<file path="config.mk">
export PLATFORM = sky130hd
export DESIGN_NAME = running_median_bubble_filter
export DESIGN_NICKNAME = d
export VERILOG_FILES = /design/src/rtl/rmbf_pkg.sv /design/src/rtl/rmbf_cell.sv /design/src/rtl/rmbf_seq.sv /design/src/rtl/running_median_bubble_filter.sv
export SDC_FILE = /design/constraint.sdc
export NUM_CORES = 1
export LEC_CHECK = 0
export ABC_AREA = 0
export BUFFER_PORTS_ARGS = -buffer_cell sky130_fd_sc_hd__buf_2
export CORE_MARGIN = 4
export CORE_UTILIZATION = 55
export DETAILED_ROUTE_END_ITERATION = 16
export PLACE_DENSITY = 0.81
export SYNTH_ARGS = -nofsm -noshare
export SYNTH_HDL_FRONTEND = slang
export SYNTH_SLANG_ARGS = --single-unit
</file>
<file path="constraint.sdc">
create_clock -name i_clk -period 4.5 [get_ports i_clk]
set_input_delay 0.675 -clock i_clk [delete_from_list [all_inputs] [get_ports i_clk]]
set_output_delay 0.675 -clock i_clk [all_outputs]
set_load 0.005 [all_outputs]
</file>
<file path="src/rtl/rmbf_pkg.sv">
package rmbf_pkg;

    localparam int SAMPLE_W = 16;

    typedef logic signed [SAMPLE_W-1:0] t_sample;

    typedef enum logic [4:0] {
        ST_IDLE   = 5'b00001,
        ST_DECIDE = 5'b00010,
        ST_RIGHT  = 5'b00100,
        ST_LEFT   = 5'b01000,
        ST_DONE   = 5'b10000
    } t_state;

    typedef struct packed {
        logic load;
        logic pair;
    } t_cell_ctrl;

    typedef struct packed {
        logic busy;
        logic done;
    } t_seq_stat;

endpackage

</file>
<file path="src/rtl/rmbf_cell.sv">
module rmbf_cell (
    input  logic                i_clk,
    input  logic                i_rst_n,
    input  rmbf_pkg::t_cell_ctrl i_ctrl,
    input  rmbf_pkg::t_sample   i_sample,
    input  rmbf_pkg::t_sample   i_left_val,
    input  rmbf_pkg::t_sample   i_right_val,
    input  logic                i_left_swap,
    output rmbf_pkg::t_sample   o_val,
    output logic                o_gt,
    output logic                o_swap
);
    import rmbf_pkg::*;

    t_sample r_val;
    t_sample n_val;

    assign o_val  = r_val;
    assign o_gt   = r_val > i_right_val;
    assign o_swap = i_ctrl.pair & o_gt;

    always_comb begin
        n_val = r_val;
        if (i_ctrl.load) begin
            n_val = i_sample;
        end else if (o_swap) begin
            n_val = i_right_val;
        end else if (i_left_swap) begin
            n_val = i_left_val;
        end
    end

    always_ff @(posedge i_clk) begin
        if (!i_rst_n) begin
            r_val <= '0;
        end else begin
            r_val <= n_val;
        end
    end

endmodule

</file>
<file path="src/rtl/rmbf_seq.sv">
module rmbf_seq #(
    parameter int WINDOW = 7
) (
    input  logic                                i_clk,
    input  logic                                i_rst_n,
    input  logic                                i_accept,
    input  logic [WINDOW-2:0]                   i_gt,
    input  logic                                i_out_busy,
    output rmbf_pkg::t_cell_ctrl [WINDOW-1:0]   o_ctrl,
    output rmbf_pkg::t_seq_stat                 o_stat
);
    import rmbf_pkg::*;

    t_state            r_state, n_state;
    logic [WINDOW-1:0] r_slot, n_slot;
    logic [WINDOW-2:0] r_pair, n_pair;
    logic              go_right;
    logic              go_left;

    assign go_right = |(r_slot[WINDOW-2:0] & i_gt);
    assign go_left  = |(r_slot[WINDOW-1:1] & i_gt);

    always_comb begin
        for (int k = 0; k < WINDOW; k++) begin
            o_ctrl[k].load = i_accept & r_slot[k];
            o_ctrl[k].pair = 1'b0;
        end
        for (int k = 0; k < WINDOW - 1; k++) begin
            o_ctrl[k].pair = r_pair[k];
        end
    end

    assign o_stat.busy = (r_state != ST_IDLE);
    assign o_stat.done = (r_state == ST_DONE) && !i_out_busy;

    always_comb begin
        n_state = r_state;
        n_slot  = r_slot;
        n_pair  = r_pair;
        unique case (r_state)
            ST_IDLE: begin
                if (i_accept) begin
                    n_state = ST_DECIDE;
                end
            end
            ST_DECIDE: begin
                if (go_right) begin
                    n_pair  = r_slot[WINDOW-2:0];
                    n_state = ST_RIGHT;
                end else if (go_left) begin
                    n_pair  = r_slot[WINDOW-1:1];
                    n_state = ST_LEFT;
                end else begin
                    n_state = ST_DONE;
                end
            end
            ST_RIGHT: begin
                if (r_pair[WINDOW-2]) begin
                    n_pair  = '0;
                    n_state = ST_DONE;
                end else begin
                    n_pair = r_pair << 1;
                end
            end
            ST_LEFT: begin
                if (r_pair[0]) begin
                    n_pair  = '0;
                    n_state = ST_DONE;
                end else begin
                    n_pair = r_pair >> 1;
                end
            end
            ST_DONE: begin
                if (!i_out_busy) begin
                    n_slot  = {r_slot[WINDOW-2:0], r_slot[WINDOW-1]};
                    n_state = ST_IDLE;
                end
            end
            default: begin
                n_state = ST_IDLE;
                n_pair  = '0;
            end
        endcase
    end

    always_ff @(posedge i_clk) begin
        if (!i_rst_n) begin
            r_state <= ST_IDLE;
            r_slot  <= {{(WINDOW-1){1'b0}}, 1'b1};
            r_pair  <= '0;
        end else begin
            r_state <= n_state;
            r_slot  <= n_slot;
            r_pair  <= n_pair;
        end
    end

endmodule

</file>
<file path="src/rtl/running_median_bubble_filter.sv">
// Flow: an accepted transaction passes through decide, a bubble pass if needed
// (one compare-swap per cycle), done and the output register to o_valid.
// One transaction at a time: o_stall holds the next off until the single compare-swap
// token has walked the cell chain and the result is registered, longer on a stall.
// Reset: synchronous on i_rst_n; all window cells cleared to zero, slot at
// entry 0, output register empty.
module running_median_bubble_filter #(
    parameter int WINDOW = 7
) (
    input  logic                    i_clk,
    input  logic                    i_rst_n,
    input  logic                    i_valid,
    output logic                    o_stall,
    input  rmbf_pkg::t_sample       i_sample,
    output logic                    o_valid,
    input  logic                    i_stall,
    output rmbf_pkg::t_sample       o_median
);
    import rmbf_pkg::*;

    localparam int MID = WINDOW / 2;

    t_cell_ctrl [WINDOW-1:0] cell_ctrl;
    t_seq_stat               seq_stat;
    t_sample                 cell_val [WINDOW];
    logic [WINDOW-1:0]       cell_gt;
    logic [WINDOW-1:0]       cell_swap;
    logic                    accept;
    logic                    r_valid, n_valid;
    t_sample                 r_median, n_median;

    assign accept   = i_valid && !seq_stat.busy;
    assign o_stall  = seq_stat.busy;
    assign o_valid  = r_valid;
    assign o_median = r_median;

    rmbf_seq #(
        .WINDOW(WINDOW)
    ) u_seq (
        .i_clk      (i_clk),
        .i_rst_n    (i_rst_n),
        .i_accept   (accept),
        .i_gt       (cell_gt[WINDOW-2:0]),
        .i_out_busy (r_valid && i_stall),
        .o_ctrl     (cell_ctrl),
        .o_stat     (seq_stat)
    );

    for (genvar k = 0; k < WINDOW; k++) begin : g_cell
        rmbf_cell u_cell (
            .i_clk       (i_clk),
            .i_rst_n     (i_rst_n),
            .i_ctrl      (cell_ctrl[k]),
            .i_sample    (i_sample),
            .i_left_val  ((k > 0) ? cell_val[(k > 0) ? k - 1 : 0] : cell_val[k]),
            .i_right_val ((k < WINDOW - 1) ? cell_val[(k < WINDOW - 1) ? k + 1 : k]
                                           : cell_val[k]),
            .i_left_swap ((k > 0) ? cell_swap[(k > 0) ? k - 1 : 0] : 1'b0),
            .o_val       (cell_val[k]),
            .o_gt        (cell_gt[k]),
            .o_swap      (cell_swap[k])
        );
    end

    always_comb begin
        n_valid  = r_valid;
        n_median = r_median;
        if (r_valid && !i_stall) begin
            n_valid = 1'b0;
        end
        if (seq_stat.done) begin
            n_valid  = 1'b1;
            n_median = cell_val[MID];
        end
    end

    always_ff @(posedge i_clk) begin
        if (!i_rst_n) begin
            r_valid <= 1'b0;
        end else begin
            r_valid <= n_valid;
        end
    end

    always_ff @(posedge i_clk) begin
        r_median <= n_median;
    end

endmodule

</file>
Word-level counts from Yosys, hierarchy flattened
Cells that the tools add are included.

cells by class
  $lt $le $gt $ge = 6
  eq/ne operators = 11
  muxes and demuxes = 33
  bitwise operators = 17
  reductions and logical operators = 21

operators with widths
  cell                  number
  $mux W16              19
  $gt A16 B16 Y1        6
  $mux W5               7
  $pmux W5 S5           1
  $pmux W6 S4           1
  $mux W6               3
  $reduce_bool A3 Y1    5
  $and A1 B1 Y1         13
  $and A6 B6 Y6         2
  $reduce_or A6 Y1      2
  $ne A2 B1 Y1 const B  3
  $reduce_bool A2 Y1    3
  $eq A5 B1 Y1 const B  1
  $eq A5 B2 Y1 const B  1
  $eq A5 B3 Y1 const B  1
  $eq A5 B4 Y1 const B  1
  $eq A5 B5 Y1 const B  1
  $ne A5 B1 Y1 const B  1
  $logic_and A1 B1 Y1   4
  $reduce_and A2 Y1     2
  $reduce_and A4 Y1     1
  $logic_not A1 Y1      3
  $ne A3 B1 Y1 const B  1
  $mux W1               2
  other kinds (3)       4

word-level totals
  flip-flop bits (word level) = 147
  bits of input ports = 20
  output and inout bits = 18
  logic and storage cells = 100

Depth between registers and ports, before layout
Gate-level depths: netlist of run 1.

  depth in word-level cells = 6
  mapped depth = 13
  mapped depth without buffers = 11

By module
Synthesis of run 1 repeated with hierarchy kept, for this count alone.

second synthesis, totals
  cell total of the unflattened synthesis = 1355
  area total of the unflattened synthesis = 12195.4 sq um

modules (own cells, without submodules)
  module                        times used  cells each  area each (sq um)  sequential area each (sq um)
  rmbf_cell                     7           174         1517.7             320.3
  rmbf_seq                      1           116         1044.8             360.3
  running_median_bubble_filter  1           21          526.8              500.5

Worst setup path before layout of run 1
No wires, ideal clock.

  path kind = reg-to-reg
  from = reg g_cell[4].u_cell.r_val[3]
  to = reg u_seq.r_pair[5]
  arrival = 3.017 ns
  data required time = 4.414 ns
  slack = 1.397 ns
  stages on the path, launching flop included = 12
  clock period less this slack = 3.103 ns
  cell sequence = dfxtp_1 -> inv_1 -> ha_1 -> and3_1 -> a221o_1 -> a211oi_2 -> and4b_1 -> nor4b_1 -> or4_4 -> nor2_1 -> mux2_2 -> a221oi_2

between the ends
  word-level cells in the longest chain between the ends = 5
  elaborated cells between the ends (all ways) = 10
  classes of those cells = order compare (2); eq/ne (1); mux (2); bitwise (2); reduce/logical (3)

ends and longest elaborated chain
  element                                                  RTL line                        RTL
  start, declared                                          rmbf_cell.sv:15                 t_sample r_val;
  start signal, assigned                                   rmbf_cell.sv:37                 r_val <= n_val;
  $gt A16 B16 Y1                                           rmbf_cell.sv:19                 assign o_gt = r_val > i_right_val;
  $and A6 B6 Y6 (on tied branches)                         rmbf_seq.sv:20, rmbf_seq.sv:21
  $reduce_or A6 Y1 (on tied branches)                      rmbf_seq.sv:20, rmbf_seq.sv:21
  $mux W6 / $ne A3 B1 Y1 (equally long branches)           -
  $pmux W6 S4 / $reduce_and A2 Y1 (equally long branches)  -
  end signal, assigned                                     rmbf_seq.sv:94                  r_pair <= n_pair;
  end, declared                                            rmbf_seq.sv:16                  logic [WINDOW-2:0] r_pair, n_pair;

Several ways; a longest one is shown, not always the timed one.
A chain may end at the register's enable or synchronous reset.

Worst setup path after layout of run 1
  from = reg g_cell[4].u_cell.r_val[15]
  to = reg g_cell[3].u_cell.r_val[8]

between the ends
  word-level cells in the longest chain between the ends = 4
  elaborated cells between the ends (all ways) = 5
  classes of those cells = order compare (1); mux (2); bitwise (1); reduce/logical (1)

ends and longest elaborated chain
  element               RTL line         RTL
  $gt A16 B16 Y1 (*)    rmbf_cell.sv:19
  $and A1 B1 Y1 (*)     rmbf_cell.sv:20  assign o_swap = i_ctrl.pair & o_gt;
  $mux W16              rmbf_cell.sv:26  end else if (o_swap) begin
  $mux W16              rmbf_cell.sv:24  if (i_ctrl.load) begin
  end signal, assigned  rmbf_cell.sv:37
  end, declared         rmbf_cell.sv:15

Mark *: on every way between the ends. The rest lies on a longest branch, timed or not.

==> results of run 1 <==
==> area by class of cell <==
cell class,count,area [um2],share of cell area [%]
Clock inverter,12,181,1.70
Multi-Input combinational cell,831,5890,55.1
Sequential cell,147,3100,29.0
Timing Repair Buffer,60,370,3.46
Clock buffer,20,447,4.18
Inverter,111,417,3.90
Tap cell,225,282,2.63
==> metal layers <==
metal,track usage [%],up-vias
met5,0,-
met4,12.0,0
li1,-,4232
met3,4.85,93
met1,35.9,4184
met2,47.8,433
==> logic make-up after synthesis <==
kind of cell	count (synthesis)	share of synthesized area, %
AO/OA/AOI/OAI	301	21.8
flip-flops	147	32.2
XOR/XNOR	3	0.351
buffers and inverters	167	6.70
multiplexers	107	11.3
AND/OR/NAND/NOR	324	15.2
adder cells (fa/ha/maj)	96	12.5
==> synthesized netlist by cell type (16+ instances only) <==
master / number / area (um2)
o21ai_0: 25 / 125
a311oi_1: 32 / 280
inv_1: 109 / 409
nor2_1: 115 / 432
mux2i_1: 101 / 1010
o22ai_1: 18 / 113
dfxtp_1: 131 / 2620
clkbuf_1: 45 / 169
a21oi_1: 109 / 546
a22o_1: 65 / 569
nand3_1: 30 / 150
ha_1: 96 / 1200
edfxtp_1: 16 / 480
nand2_1: 110 / 413
nand4_1: 19 / 119
==> layout by cell type, fill, tap and decap left out, types with 30 or more instances in the layout <==
cell type / Yosys / layout
a22o_1: 65 / 65
a21oi_1: 109 / 109
dfxtp_1: 131 / 131
nand3_1: 30 / 30
nor2_1: 115 / 115
buf_2: 9 / 37
a311oi_1: 32 / 32
ha_1: 96 / 96
nand2_1: 110 / 110
inv_1: 109 / 109
mux2i_1: 101 / 101
==> power groups by stage <==
stage                     Combinational (mW)  Sequential, mW  Clock [mW]
final                                  0.854            1.43        1.54
after global routing                   0.933            1.44        1.60
after CTS                              0.832            1.43        1.54
after detailed placement               0.821            1.46           0
after global placement                 0.802            1.45           0
after floorplan                        0.602            1.44           0
==> registers in the layout, indices dropped and copies added, names as in the netlist <==
name	count
g_cell.u_cell.o_val	112
o_median	16
o_valid	1
u_seq.r_pair	6
u_seq.r_slot	7
u_seq.r_state	5
==> stage by stage <==
step	instances	power [mW]	area, um2	hold WS (ns)	setup slack (ns)
final	1406	3.82	10700	0.490	0.485
after global routing	1406	3.97	10700	0.516	0.246
after CTS	1406	3.81	10700	0.488	0.661
after detailed placement	1374	2.28	10100	0.495	0.720
after global placement	1374	2.26	10100	0.487	0.912
after floorplan	1145	2.04	9640	0.468	1.40
==> worst min path at each step <==
stage | from | end | slack [ns] | depth (start not counted)
2_1_floorplan | u_seq.r_pair[2] | u_seq.r_pair[2] | 0.47 | 2
6_report | i_valid | u_seq.r_state[1] | 0.49 | 3
3_5_place_dp | g_cell[6].u_cell.o_val[15] | g_cell[6].u_cell.o_val[15] | 0.49 | 2
5_1_grt | i_valid | u_seq.r_state[1] | 0.52 | 3
3_3_place_gp | g_cell[6].u_cell.o_val[6] | g_cell[6].u_cell.o_val[6] | 0.49 | 2
4_1_cts | i_valid | u_seq.r_state[1] | 0.49 | 3
==> worst max-delay path: cells and delay by family, from the launching register on <==
| family | cells | cell delay (ns) |
|---|---|---|
| adders and majority gates | 1 | 0.33 |
| AOI/OAI and AO/OA | 2 | 0.45 |
| buffers and inverters | 1 | 0.07 |
| DFF | 1 | 0.44 |
| and+or+nand+nor | 7 | 2.66 |
==> metrics.cfg, run 1 <==
[synth]
yosys.cell_types.count = 66
ys_seq_area_share_pct = 32.2
syn-cell-area_mm2 = 0.00964
ys_warn_count = 0
ys.flop_type = dfxtp_1
synth_edf_count = 16
synthesis.instances = 1145
syn-num-nets = 1261
synthArstFlopShare_pct = 0
syn_avg_cell_area_um2 = 8.42
ys_ff_latch = 147

[worst_setup_path]
crit_path_cell_trace = inv_1 -> ha_1 -> nand4_1 -> nor4_1 -> a211oi_2 -> nor2_1 -> nor3_1 -> nand2_1 -> nand3_1 -> nor2_1 -> a22o_1
r2r_slack_ns = 0.48
slowest_delay_ns = 0.99
timing.critical_path.mode_cell = nor2_1
cp.arrival_ns = 4.40
crit_slowest_cell = nor2_1
end_kind = flip-flop
worstReg2RegStart = g_cell[4].u_cell.o_val[15]
start_kind = flip-flop
r2r-end = g_cell[3].u_cell.o_val[8]
cp_max_fo = 16
crit_start = g_cell[4].u_cell.o_val[15]
crit_path_end = g_cell[3].u_cell.o_val[8]
required_ns = 4.88
reg2reg_depth = 11
crit_type = flip-flop to flip-flop

[drt]
drtIter0Drc = 853
vias = 8942
drc_errors = 0
vias_per_cell = 6.36
dr_wl_met2_mm = 13.5
routed.top_layer = met4
wl_per_cell_um = 19.8
wl_mm = 27.8
wl_met1_mm = 11.0
wl_met3_mm = 2.26
drt-pass1-iter-count = 8
antenna_left = 0

[clocking]
root_buffer = clkbuf_16
post-cts-setup-buffers = 0
cts_buffers = 17
cts_tree = yes
cts_hold_buffers = 0
cts_resized = 0
cts_buffer_depth = 2
clk_latency_ns = 0.44
htree_levels = 4
clock-sinks = 147
clk_pin_slew_ns = 0.06

[cells_and_area]
fin_util_pct = 62.0
layout-drive-gt1-share_pct = 9.48
antenna_cells = 0
area_delta_synth_final_pct = 10.9
fillerInstances = 1421
nets = 1284

[power]
pwr-share-clk_pct = 40.2
switching_share_pct = 31.4
ir_worst_vdd_mv = 0.353
switchingPower_mw = 1.20
powerDensity_mw_per_mm2 = 358
intPower_mw = 2.62
leakage_nw = 4.86
p_seq_share_pct = 37.4
p_comb_share_pct = 22.3

[global_route]
grt_max_degree = 35
antenna_found_initial = 0
grtUsageTotal_pct = 28.4
grt_pass1_wl_mm = 45.1
overflow = 0
grt_pass1_vias = 8690

[die]
die_h_um = 140
core-area_mm2 = 0.0172
rows = 48
initial_core_util_pct = 55.9
dieWidth_um = 140
ios = 38
die_area_mm2 = 0.0197

[hold_path]
hold_path_class = input pin to flip-flop

[timing]
clock_skew_ns = 0.00838
fin_crit_ns = 4.02
setup_viol = 0
drv_slew = 0
tightestPinTransition_ns = 1.28
finalCritPeriodShare_pct = 89.2
rsz0062_at_grt = false
tns_ns = 0
timing.fmax_mhz = 249
hold_viol_final = 0
slew_headroom_pct = 14.3

[placement]
hpwl_mm = 19.8
port_buffers = 37
finalWeightedCongestion = 0.990

[run]
cap_viol_max_count = 0

[run_status]
status = completed

No activity file was read; power rests on OpenSTA's default activity.
==> inputs of run 2 (changes only) <==
--- a/config.mk
+++ b/config.mk
@@ -10,6 +10,7 @@
 export CORE_MARGIN = 4
 export CORE_UTILIZATION = 55
 export DETAILED_ROUTE_END_ITERATION = 16
+export MAX_ROUTING_LAYER = met4
 export PLACE_DENSITY = 0.81
 export SYNTH_ARGS = -nofsm -noshare
 export SYNTH_HDL_FRONTEND = slang
==> run 2 against run 1 <==
Clock-buffer cell count stayed put. Clock power is 5% lower. Clock skew is 0.0019 ns higher. Critical endpoint is now g_cell[3].u_cell.o_val[6]. Flip-flop and latch count stayed put. Fmax is 3.9% higher. Highest routed layer unchanged.
==> metrics.cfg, run 2 (synthesized netlist as in run 1, its figures left out) <==
[power]
ir_worst_vdd_mv = 0.304  ; -14%
leakage_nw = 4.84  ; -0.41%
total_power_mw = 3.73  ; -2.3%
powerDensity_mw_per_mm2 = 350  ; -2.1%

[placement]
finalWeightedCongestion = 0.982  ; -0.88%
placed_cell_area_mm2 = 0.0101  ; about the same
port_buffers = 37  ; unchanged
hpwl_mm = 19.5  ; -1.4%
pre_cts_slack_ns = 0.757  ; +0.0370 ns

[drt]
vias = 8946  ; +0.045%
vias_per_cell = 6.36  ; about the same
drt-pass1-iter-count = 6  ; -2
drtIter0Drc = 926  ; +8.6%
drc_errors = 0  ; unchanged
antenna_left = 0  ; unchanged
wl_mm = 27.3  ; -1.9%
wl_per_cell_um = 19.4  ; -2.0%

[cells_and_area]
largest_reg_flops = 112  ; unchanged
layout_commonest_cell = dfxtp_1
area_delta_synth_final_pct = 10.7
nets = 1285  ; +0.078%
final_cell_mix = dfxtp_1 (131), nor2_1 (115), nand2_1 (110)
final_cell_area_mm2 = 0.0107  ; -0.22%
layout-drive-gt1-share_pct = 9.48  ; about the same
fillerInstances = 1435  ; +0.99%
multi_input_area_mm2 = 0.00589  ; unchanged
regArea_mm2 = 0.00310  ; unchanged
antenna_cells = 0  ; unchanged

[clocking]
clk_latency_ns = 0.43  ; about the same
clk_pin_slew_ns = 0.06  ; about the same
root_buffer = clkbuf_16
cts_resized = 0  ; unchanged
post-cts-setup-buffers = 0  ; unchanged
cts_buffer_depth = 2  ; unchanged
cts_tree = yes
clock-sinks = 147  ; unchanged
cts_hold_buffers = 0  ; unchanged
htree_levels = 4  ; unchanged
cts_buffers = 17  ; unchanged

[timing]
tightestPinTransition_ns = 1.14  ; -0.140 ns
timing.final.ws_setup_ns = 0.637  ; +0.152 ns
clock_skew_ns = 0.0103  ; +0.00192 ns
drv_slew = 0  ; unchanged
hold_viol_final = 0  ; unchanged
rsz0062_at_grt = false
slew_headroom_pct = 23.8  ; +9.5 points
setup_viol = 0  ; unchanged
timing.fmax_mhz = 259  ; +3.9%
finalCritPeriodShare_pct = 85.8  ; -3.4 points
tns_ns = 0  ; unchanged
fin_crit_ns = 3.86  ; -0.152 ns

[worst_setup_path]
reg2reg_depth = 11  ; unchanged
r2r-end = g_cell[3].u_cell.o_val[6]
crit_type = flip-flop to flip-flop
required_ns = 4.87  ; about the same
r2r_slack_ns = 0.64  ; +0.15 ns
worstReg2RegStart = g_cell[4].u_cell.o_val[15]
start_kind = flip-flop
end_kind = flip-flop
cp.arrival_ns = 4.23  ; -0.17 ns
cp_max_fo = 16  ; unchanged

[global_route]
antenna_found_initial = 0  ; unchanged
grtUsageTotal_pct = 28.1  ; -0.28 points
grt_pass1_vias = 8620  ; -0.81%
grt_max_degree = 35  ; unchanged
overflow = 0  ; unchanged
grt_pass1_wl_mm = 43.8  ; -3.1%

[die]
die_area_mm2 = 0.0197  ; unchanged
die_h_um = 140  ; unchanged
core-area_mm2 = 0.0172  ; unchanged
initial_core_util_pct = 55.9  ; unchanged
dieWidth_um = 140  ; unchanged
rows = 48  ; unchanged
ios = 38  ; unchanged

[hold_path]
hold-path-cell-count = 2  ; -1
hold_path_end = g_cell[6].u_cell.o_val[2]
hold_path_class = flip-flop to flip-flop
min-delay-start = g_cell[6].u_cell.o_val[2]

[run_status]
status = completed

[run]
cap_viol_max_count = 0  ; unchanged

[run 2: power breakdown]
group | leakage, nW | internal [mW] | switching [mW]
Sequential | 1.21 | 1.37 | 0.0562
Combinational | 3.35 | 0.308 | 0.539
Clock | 0.279 | 0.862 | 0.594
[run 2: worst max-delay path by stage]
stage	startpoint	to	slack [ns]	cells past startpoint
after floorplan	g_cell[4].u_cell.o_val[3]	u_seq.r_pair[5]	1.40	11
after global placement	g_cell[4].u_cell.o_val[15]	g_cell[3].u_cell.o_val[8]	0.91	11
after detailed placement	g_cell[4].u_cell.o_val[15]	g_cell[3].u_cell.o_val[6]	0.76	11
after CTS	g_cell[1].u_cell.o_val[15]	g_cell[1].u_cell.o_val[2]	0.69	12
after global routing	g_cell[4].u_cell.o_val[15]	g_cell[3].u_cell.o_val[9]	0.36	11
final	g_cell[4].u_cell.o_val[15]	g_cell[3].u_cell.o_val[6]	0.64	11
[run 2: stage by stage]
stage,util (%),hold slack [ns],cells
2_1_floorplan,-,0.468,1145
3_3_place_gp,58.4,0.486,1375
3_5_place_dp,58.4,0.488,1375
4_1_cts,61.9,0.497,1407
5_1_grt,61.9,0.515,1407
6_report,61.9,0.499,1407
[run 2: area by class of cell]
class | count | share of cell area, %
inverter | 111 | 3.91
multi-input combinational | 831 | 55.2
tap | 225 | 2.64
timing repair buffer | 61 | 3.54
clock inverter | 12 | 1.21
clock buffer | 20 | 4.39
sequential | 147 | 29.1
[run 2: critical path, stage by stage (launching register included)]
cell,delay [ns]
dfxtp_1,0.44
inv_1,0.07
ha_1,0.33
nand4_1,0.23
nor4_1,0.72
a211oi_2,0.17
nor2_1,0.17
nor3_1,0.10
nand2_1,0.29
nand3_1,0.11
nor2_1,0.89
a22o_1,0.28
[run 2: metal layers]
layer,wire length [um],global-route usage (%)
met1,11600,35.3
met3,1870,4.57
met5,0,-
met2,12600,44.7
met4,1230,12.4
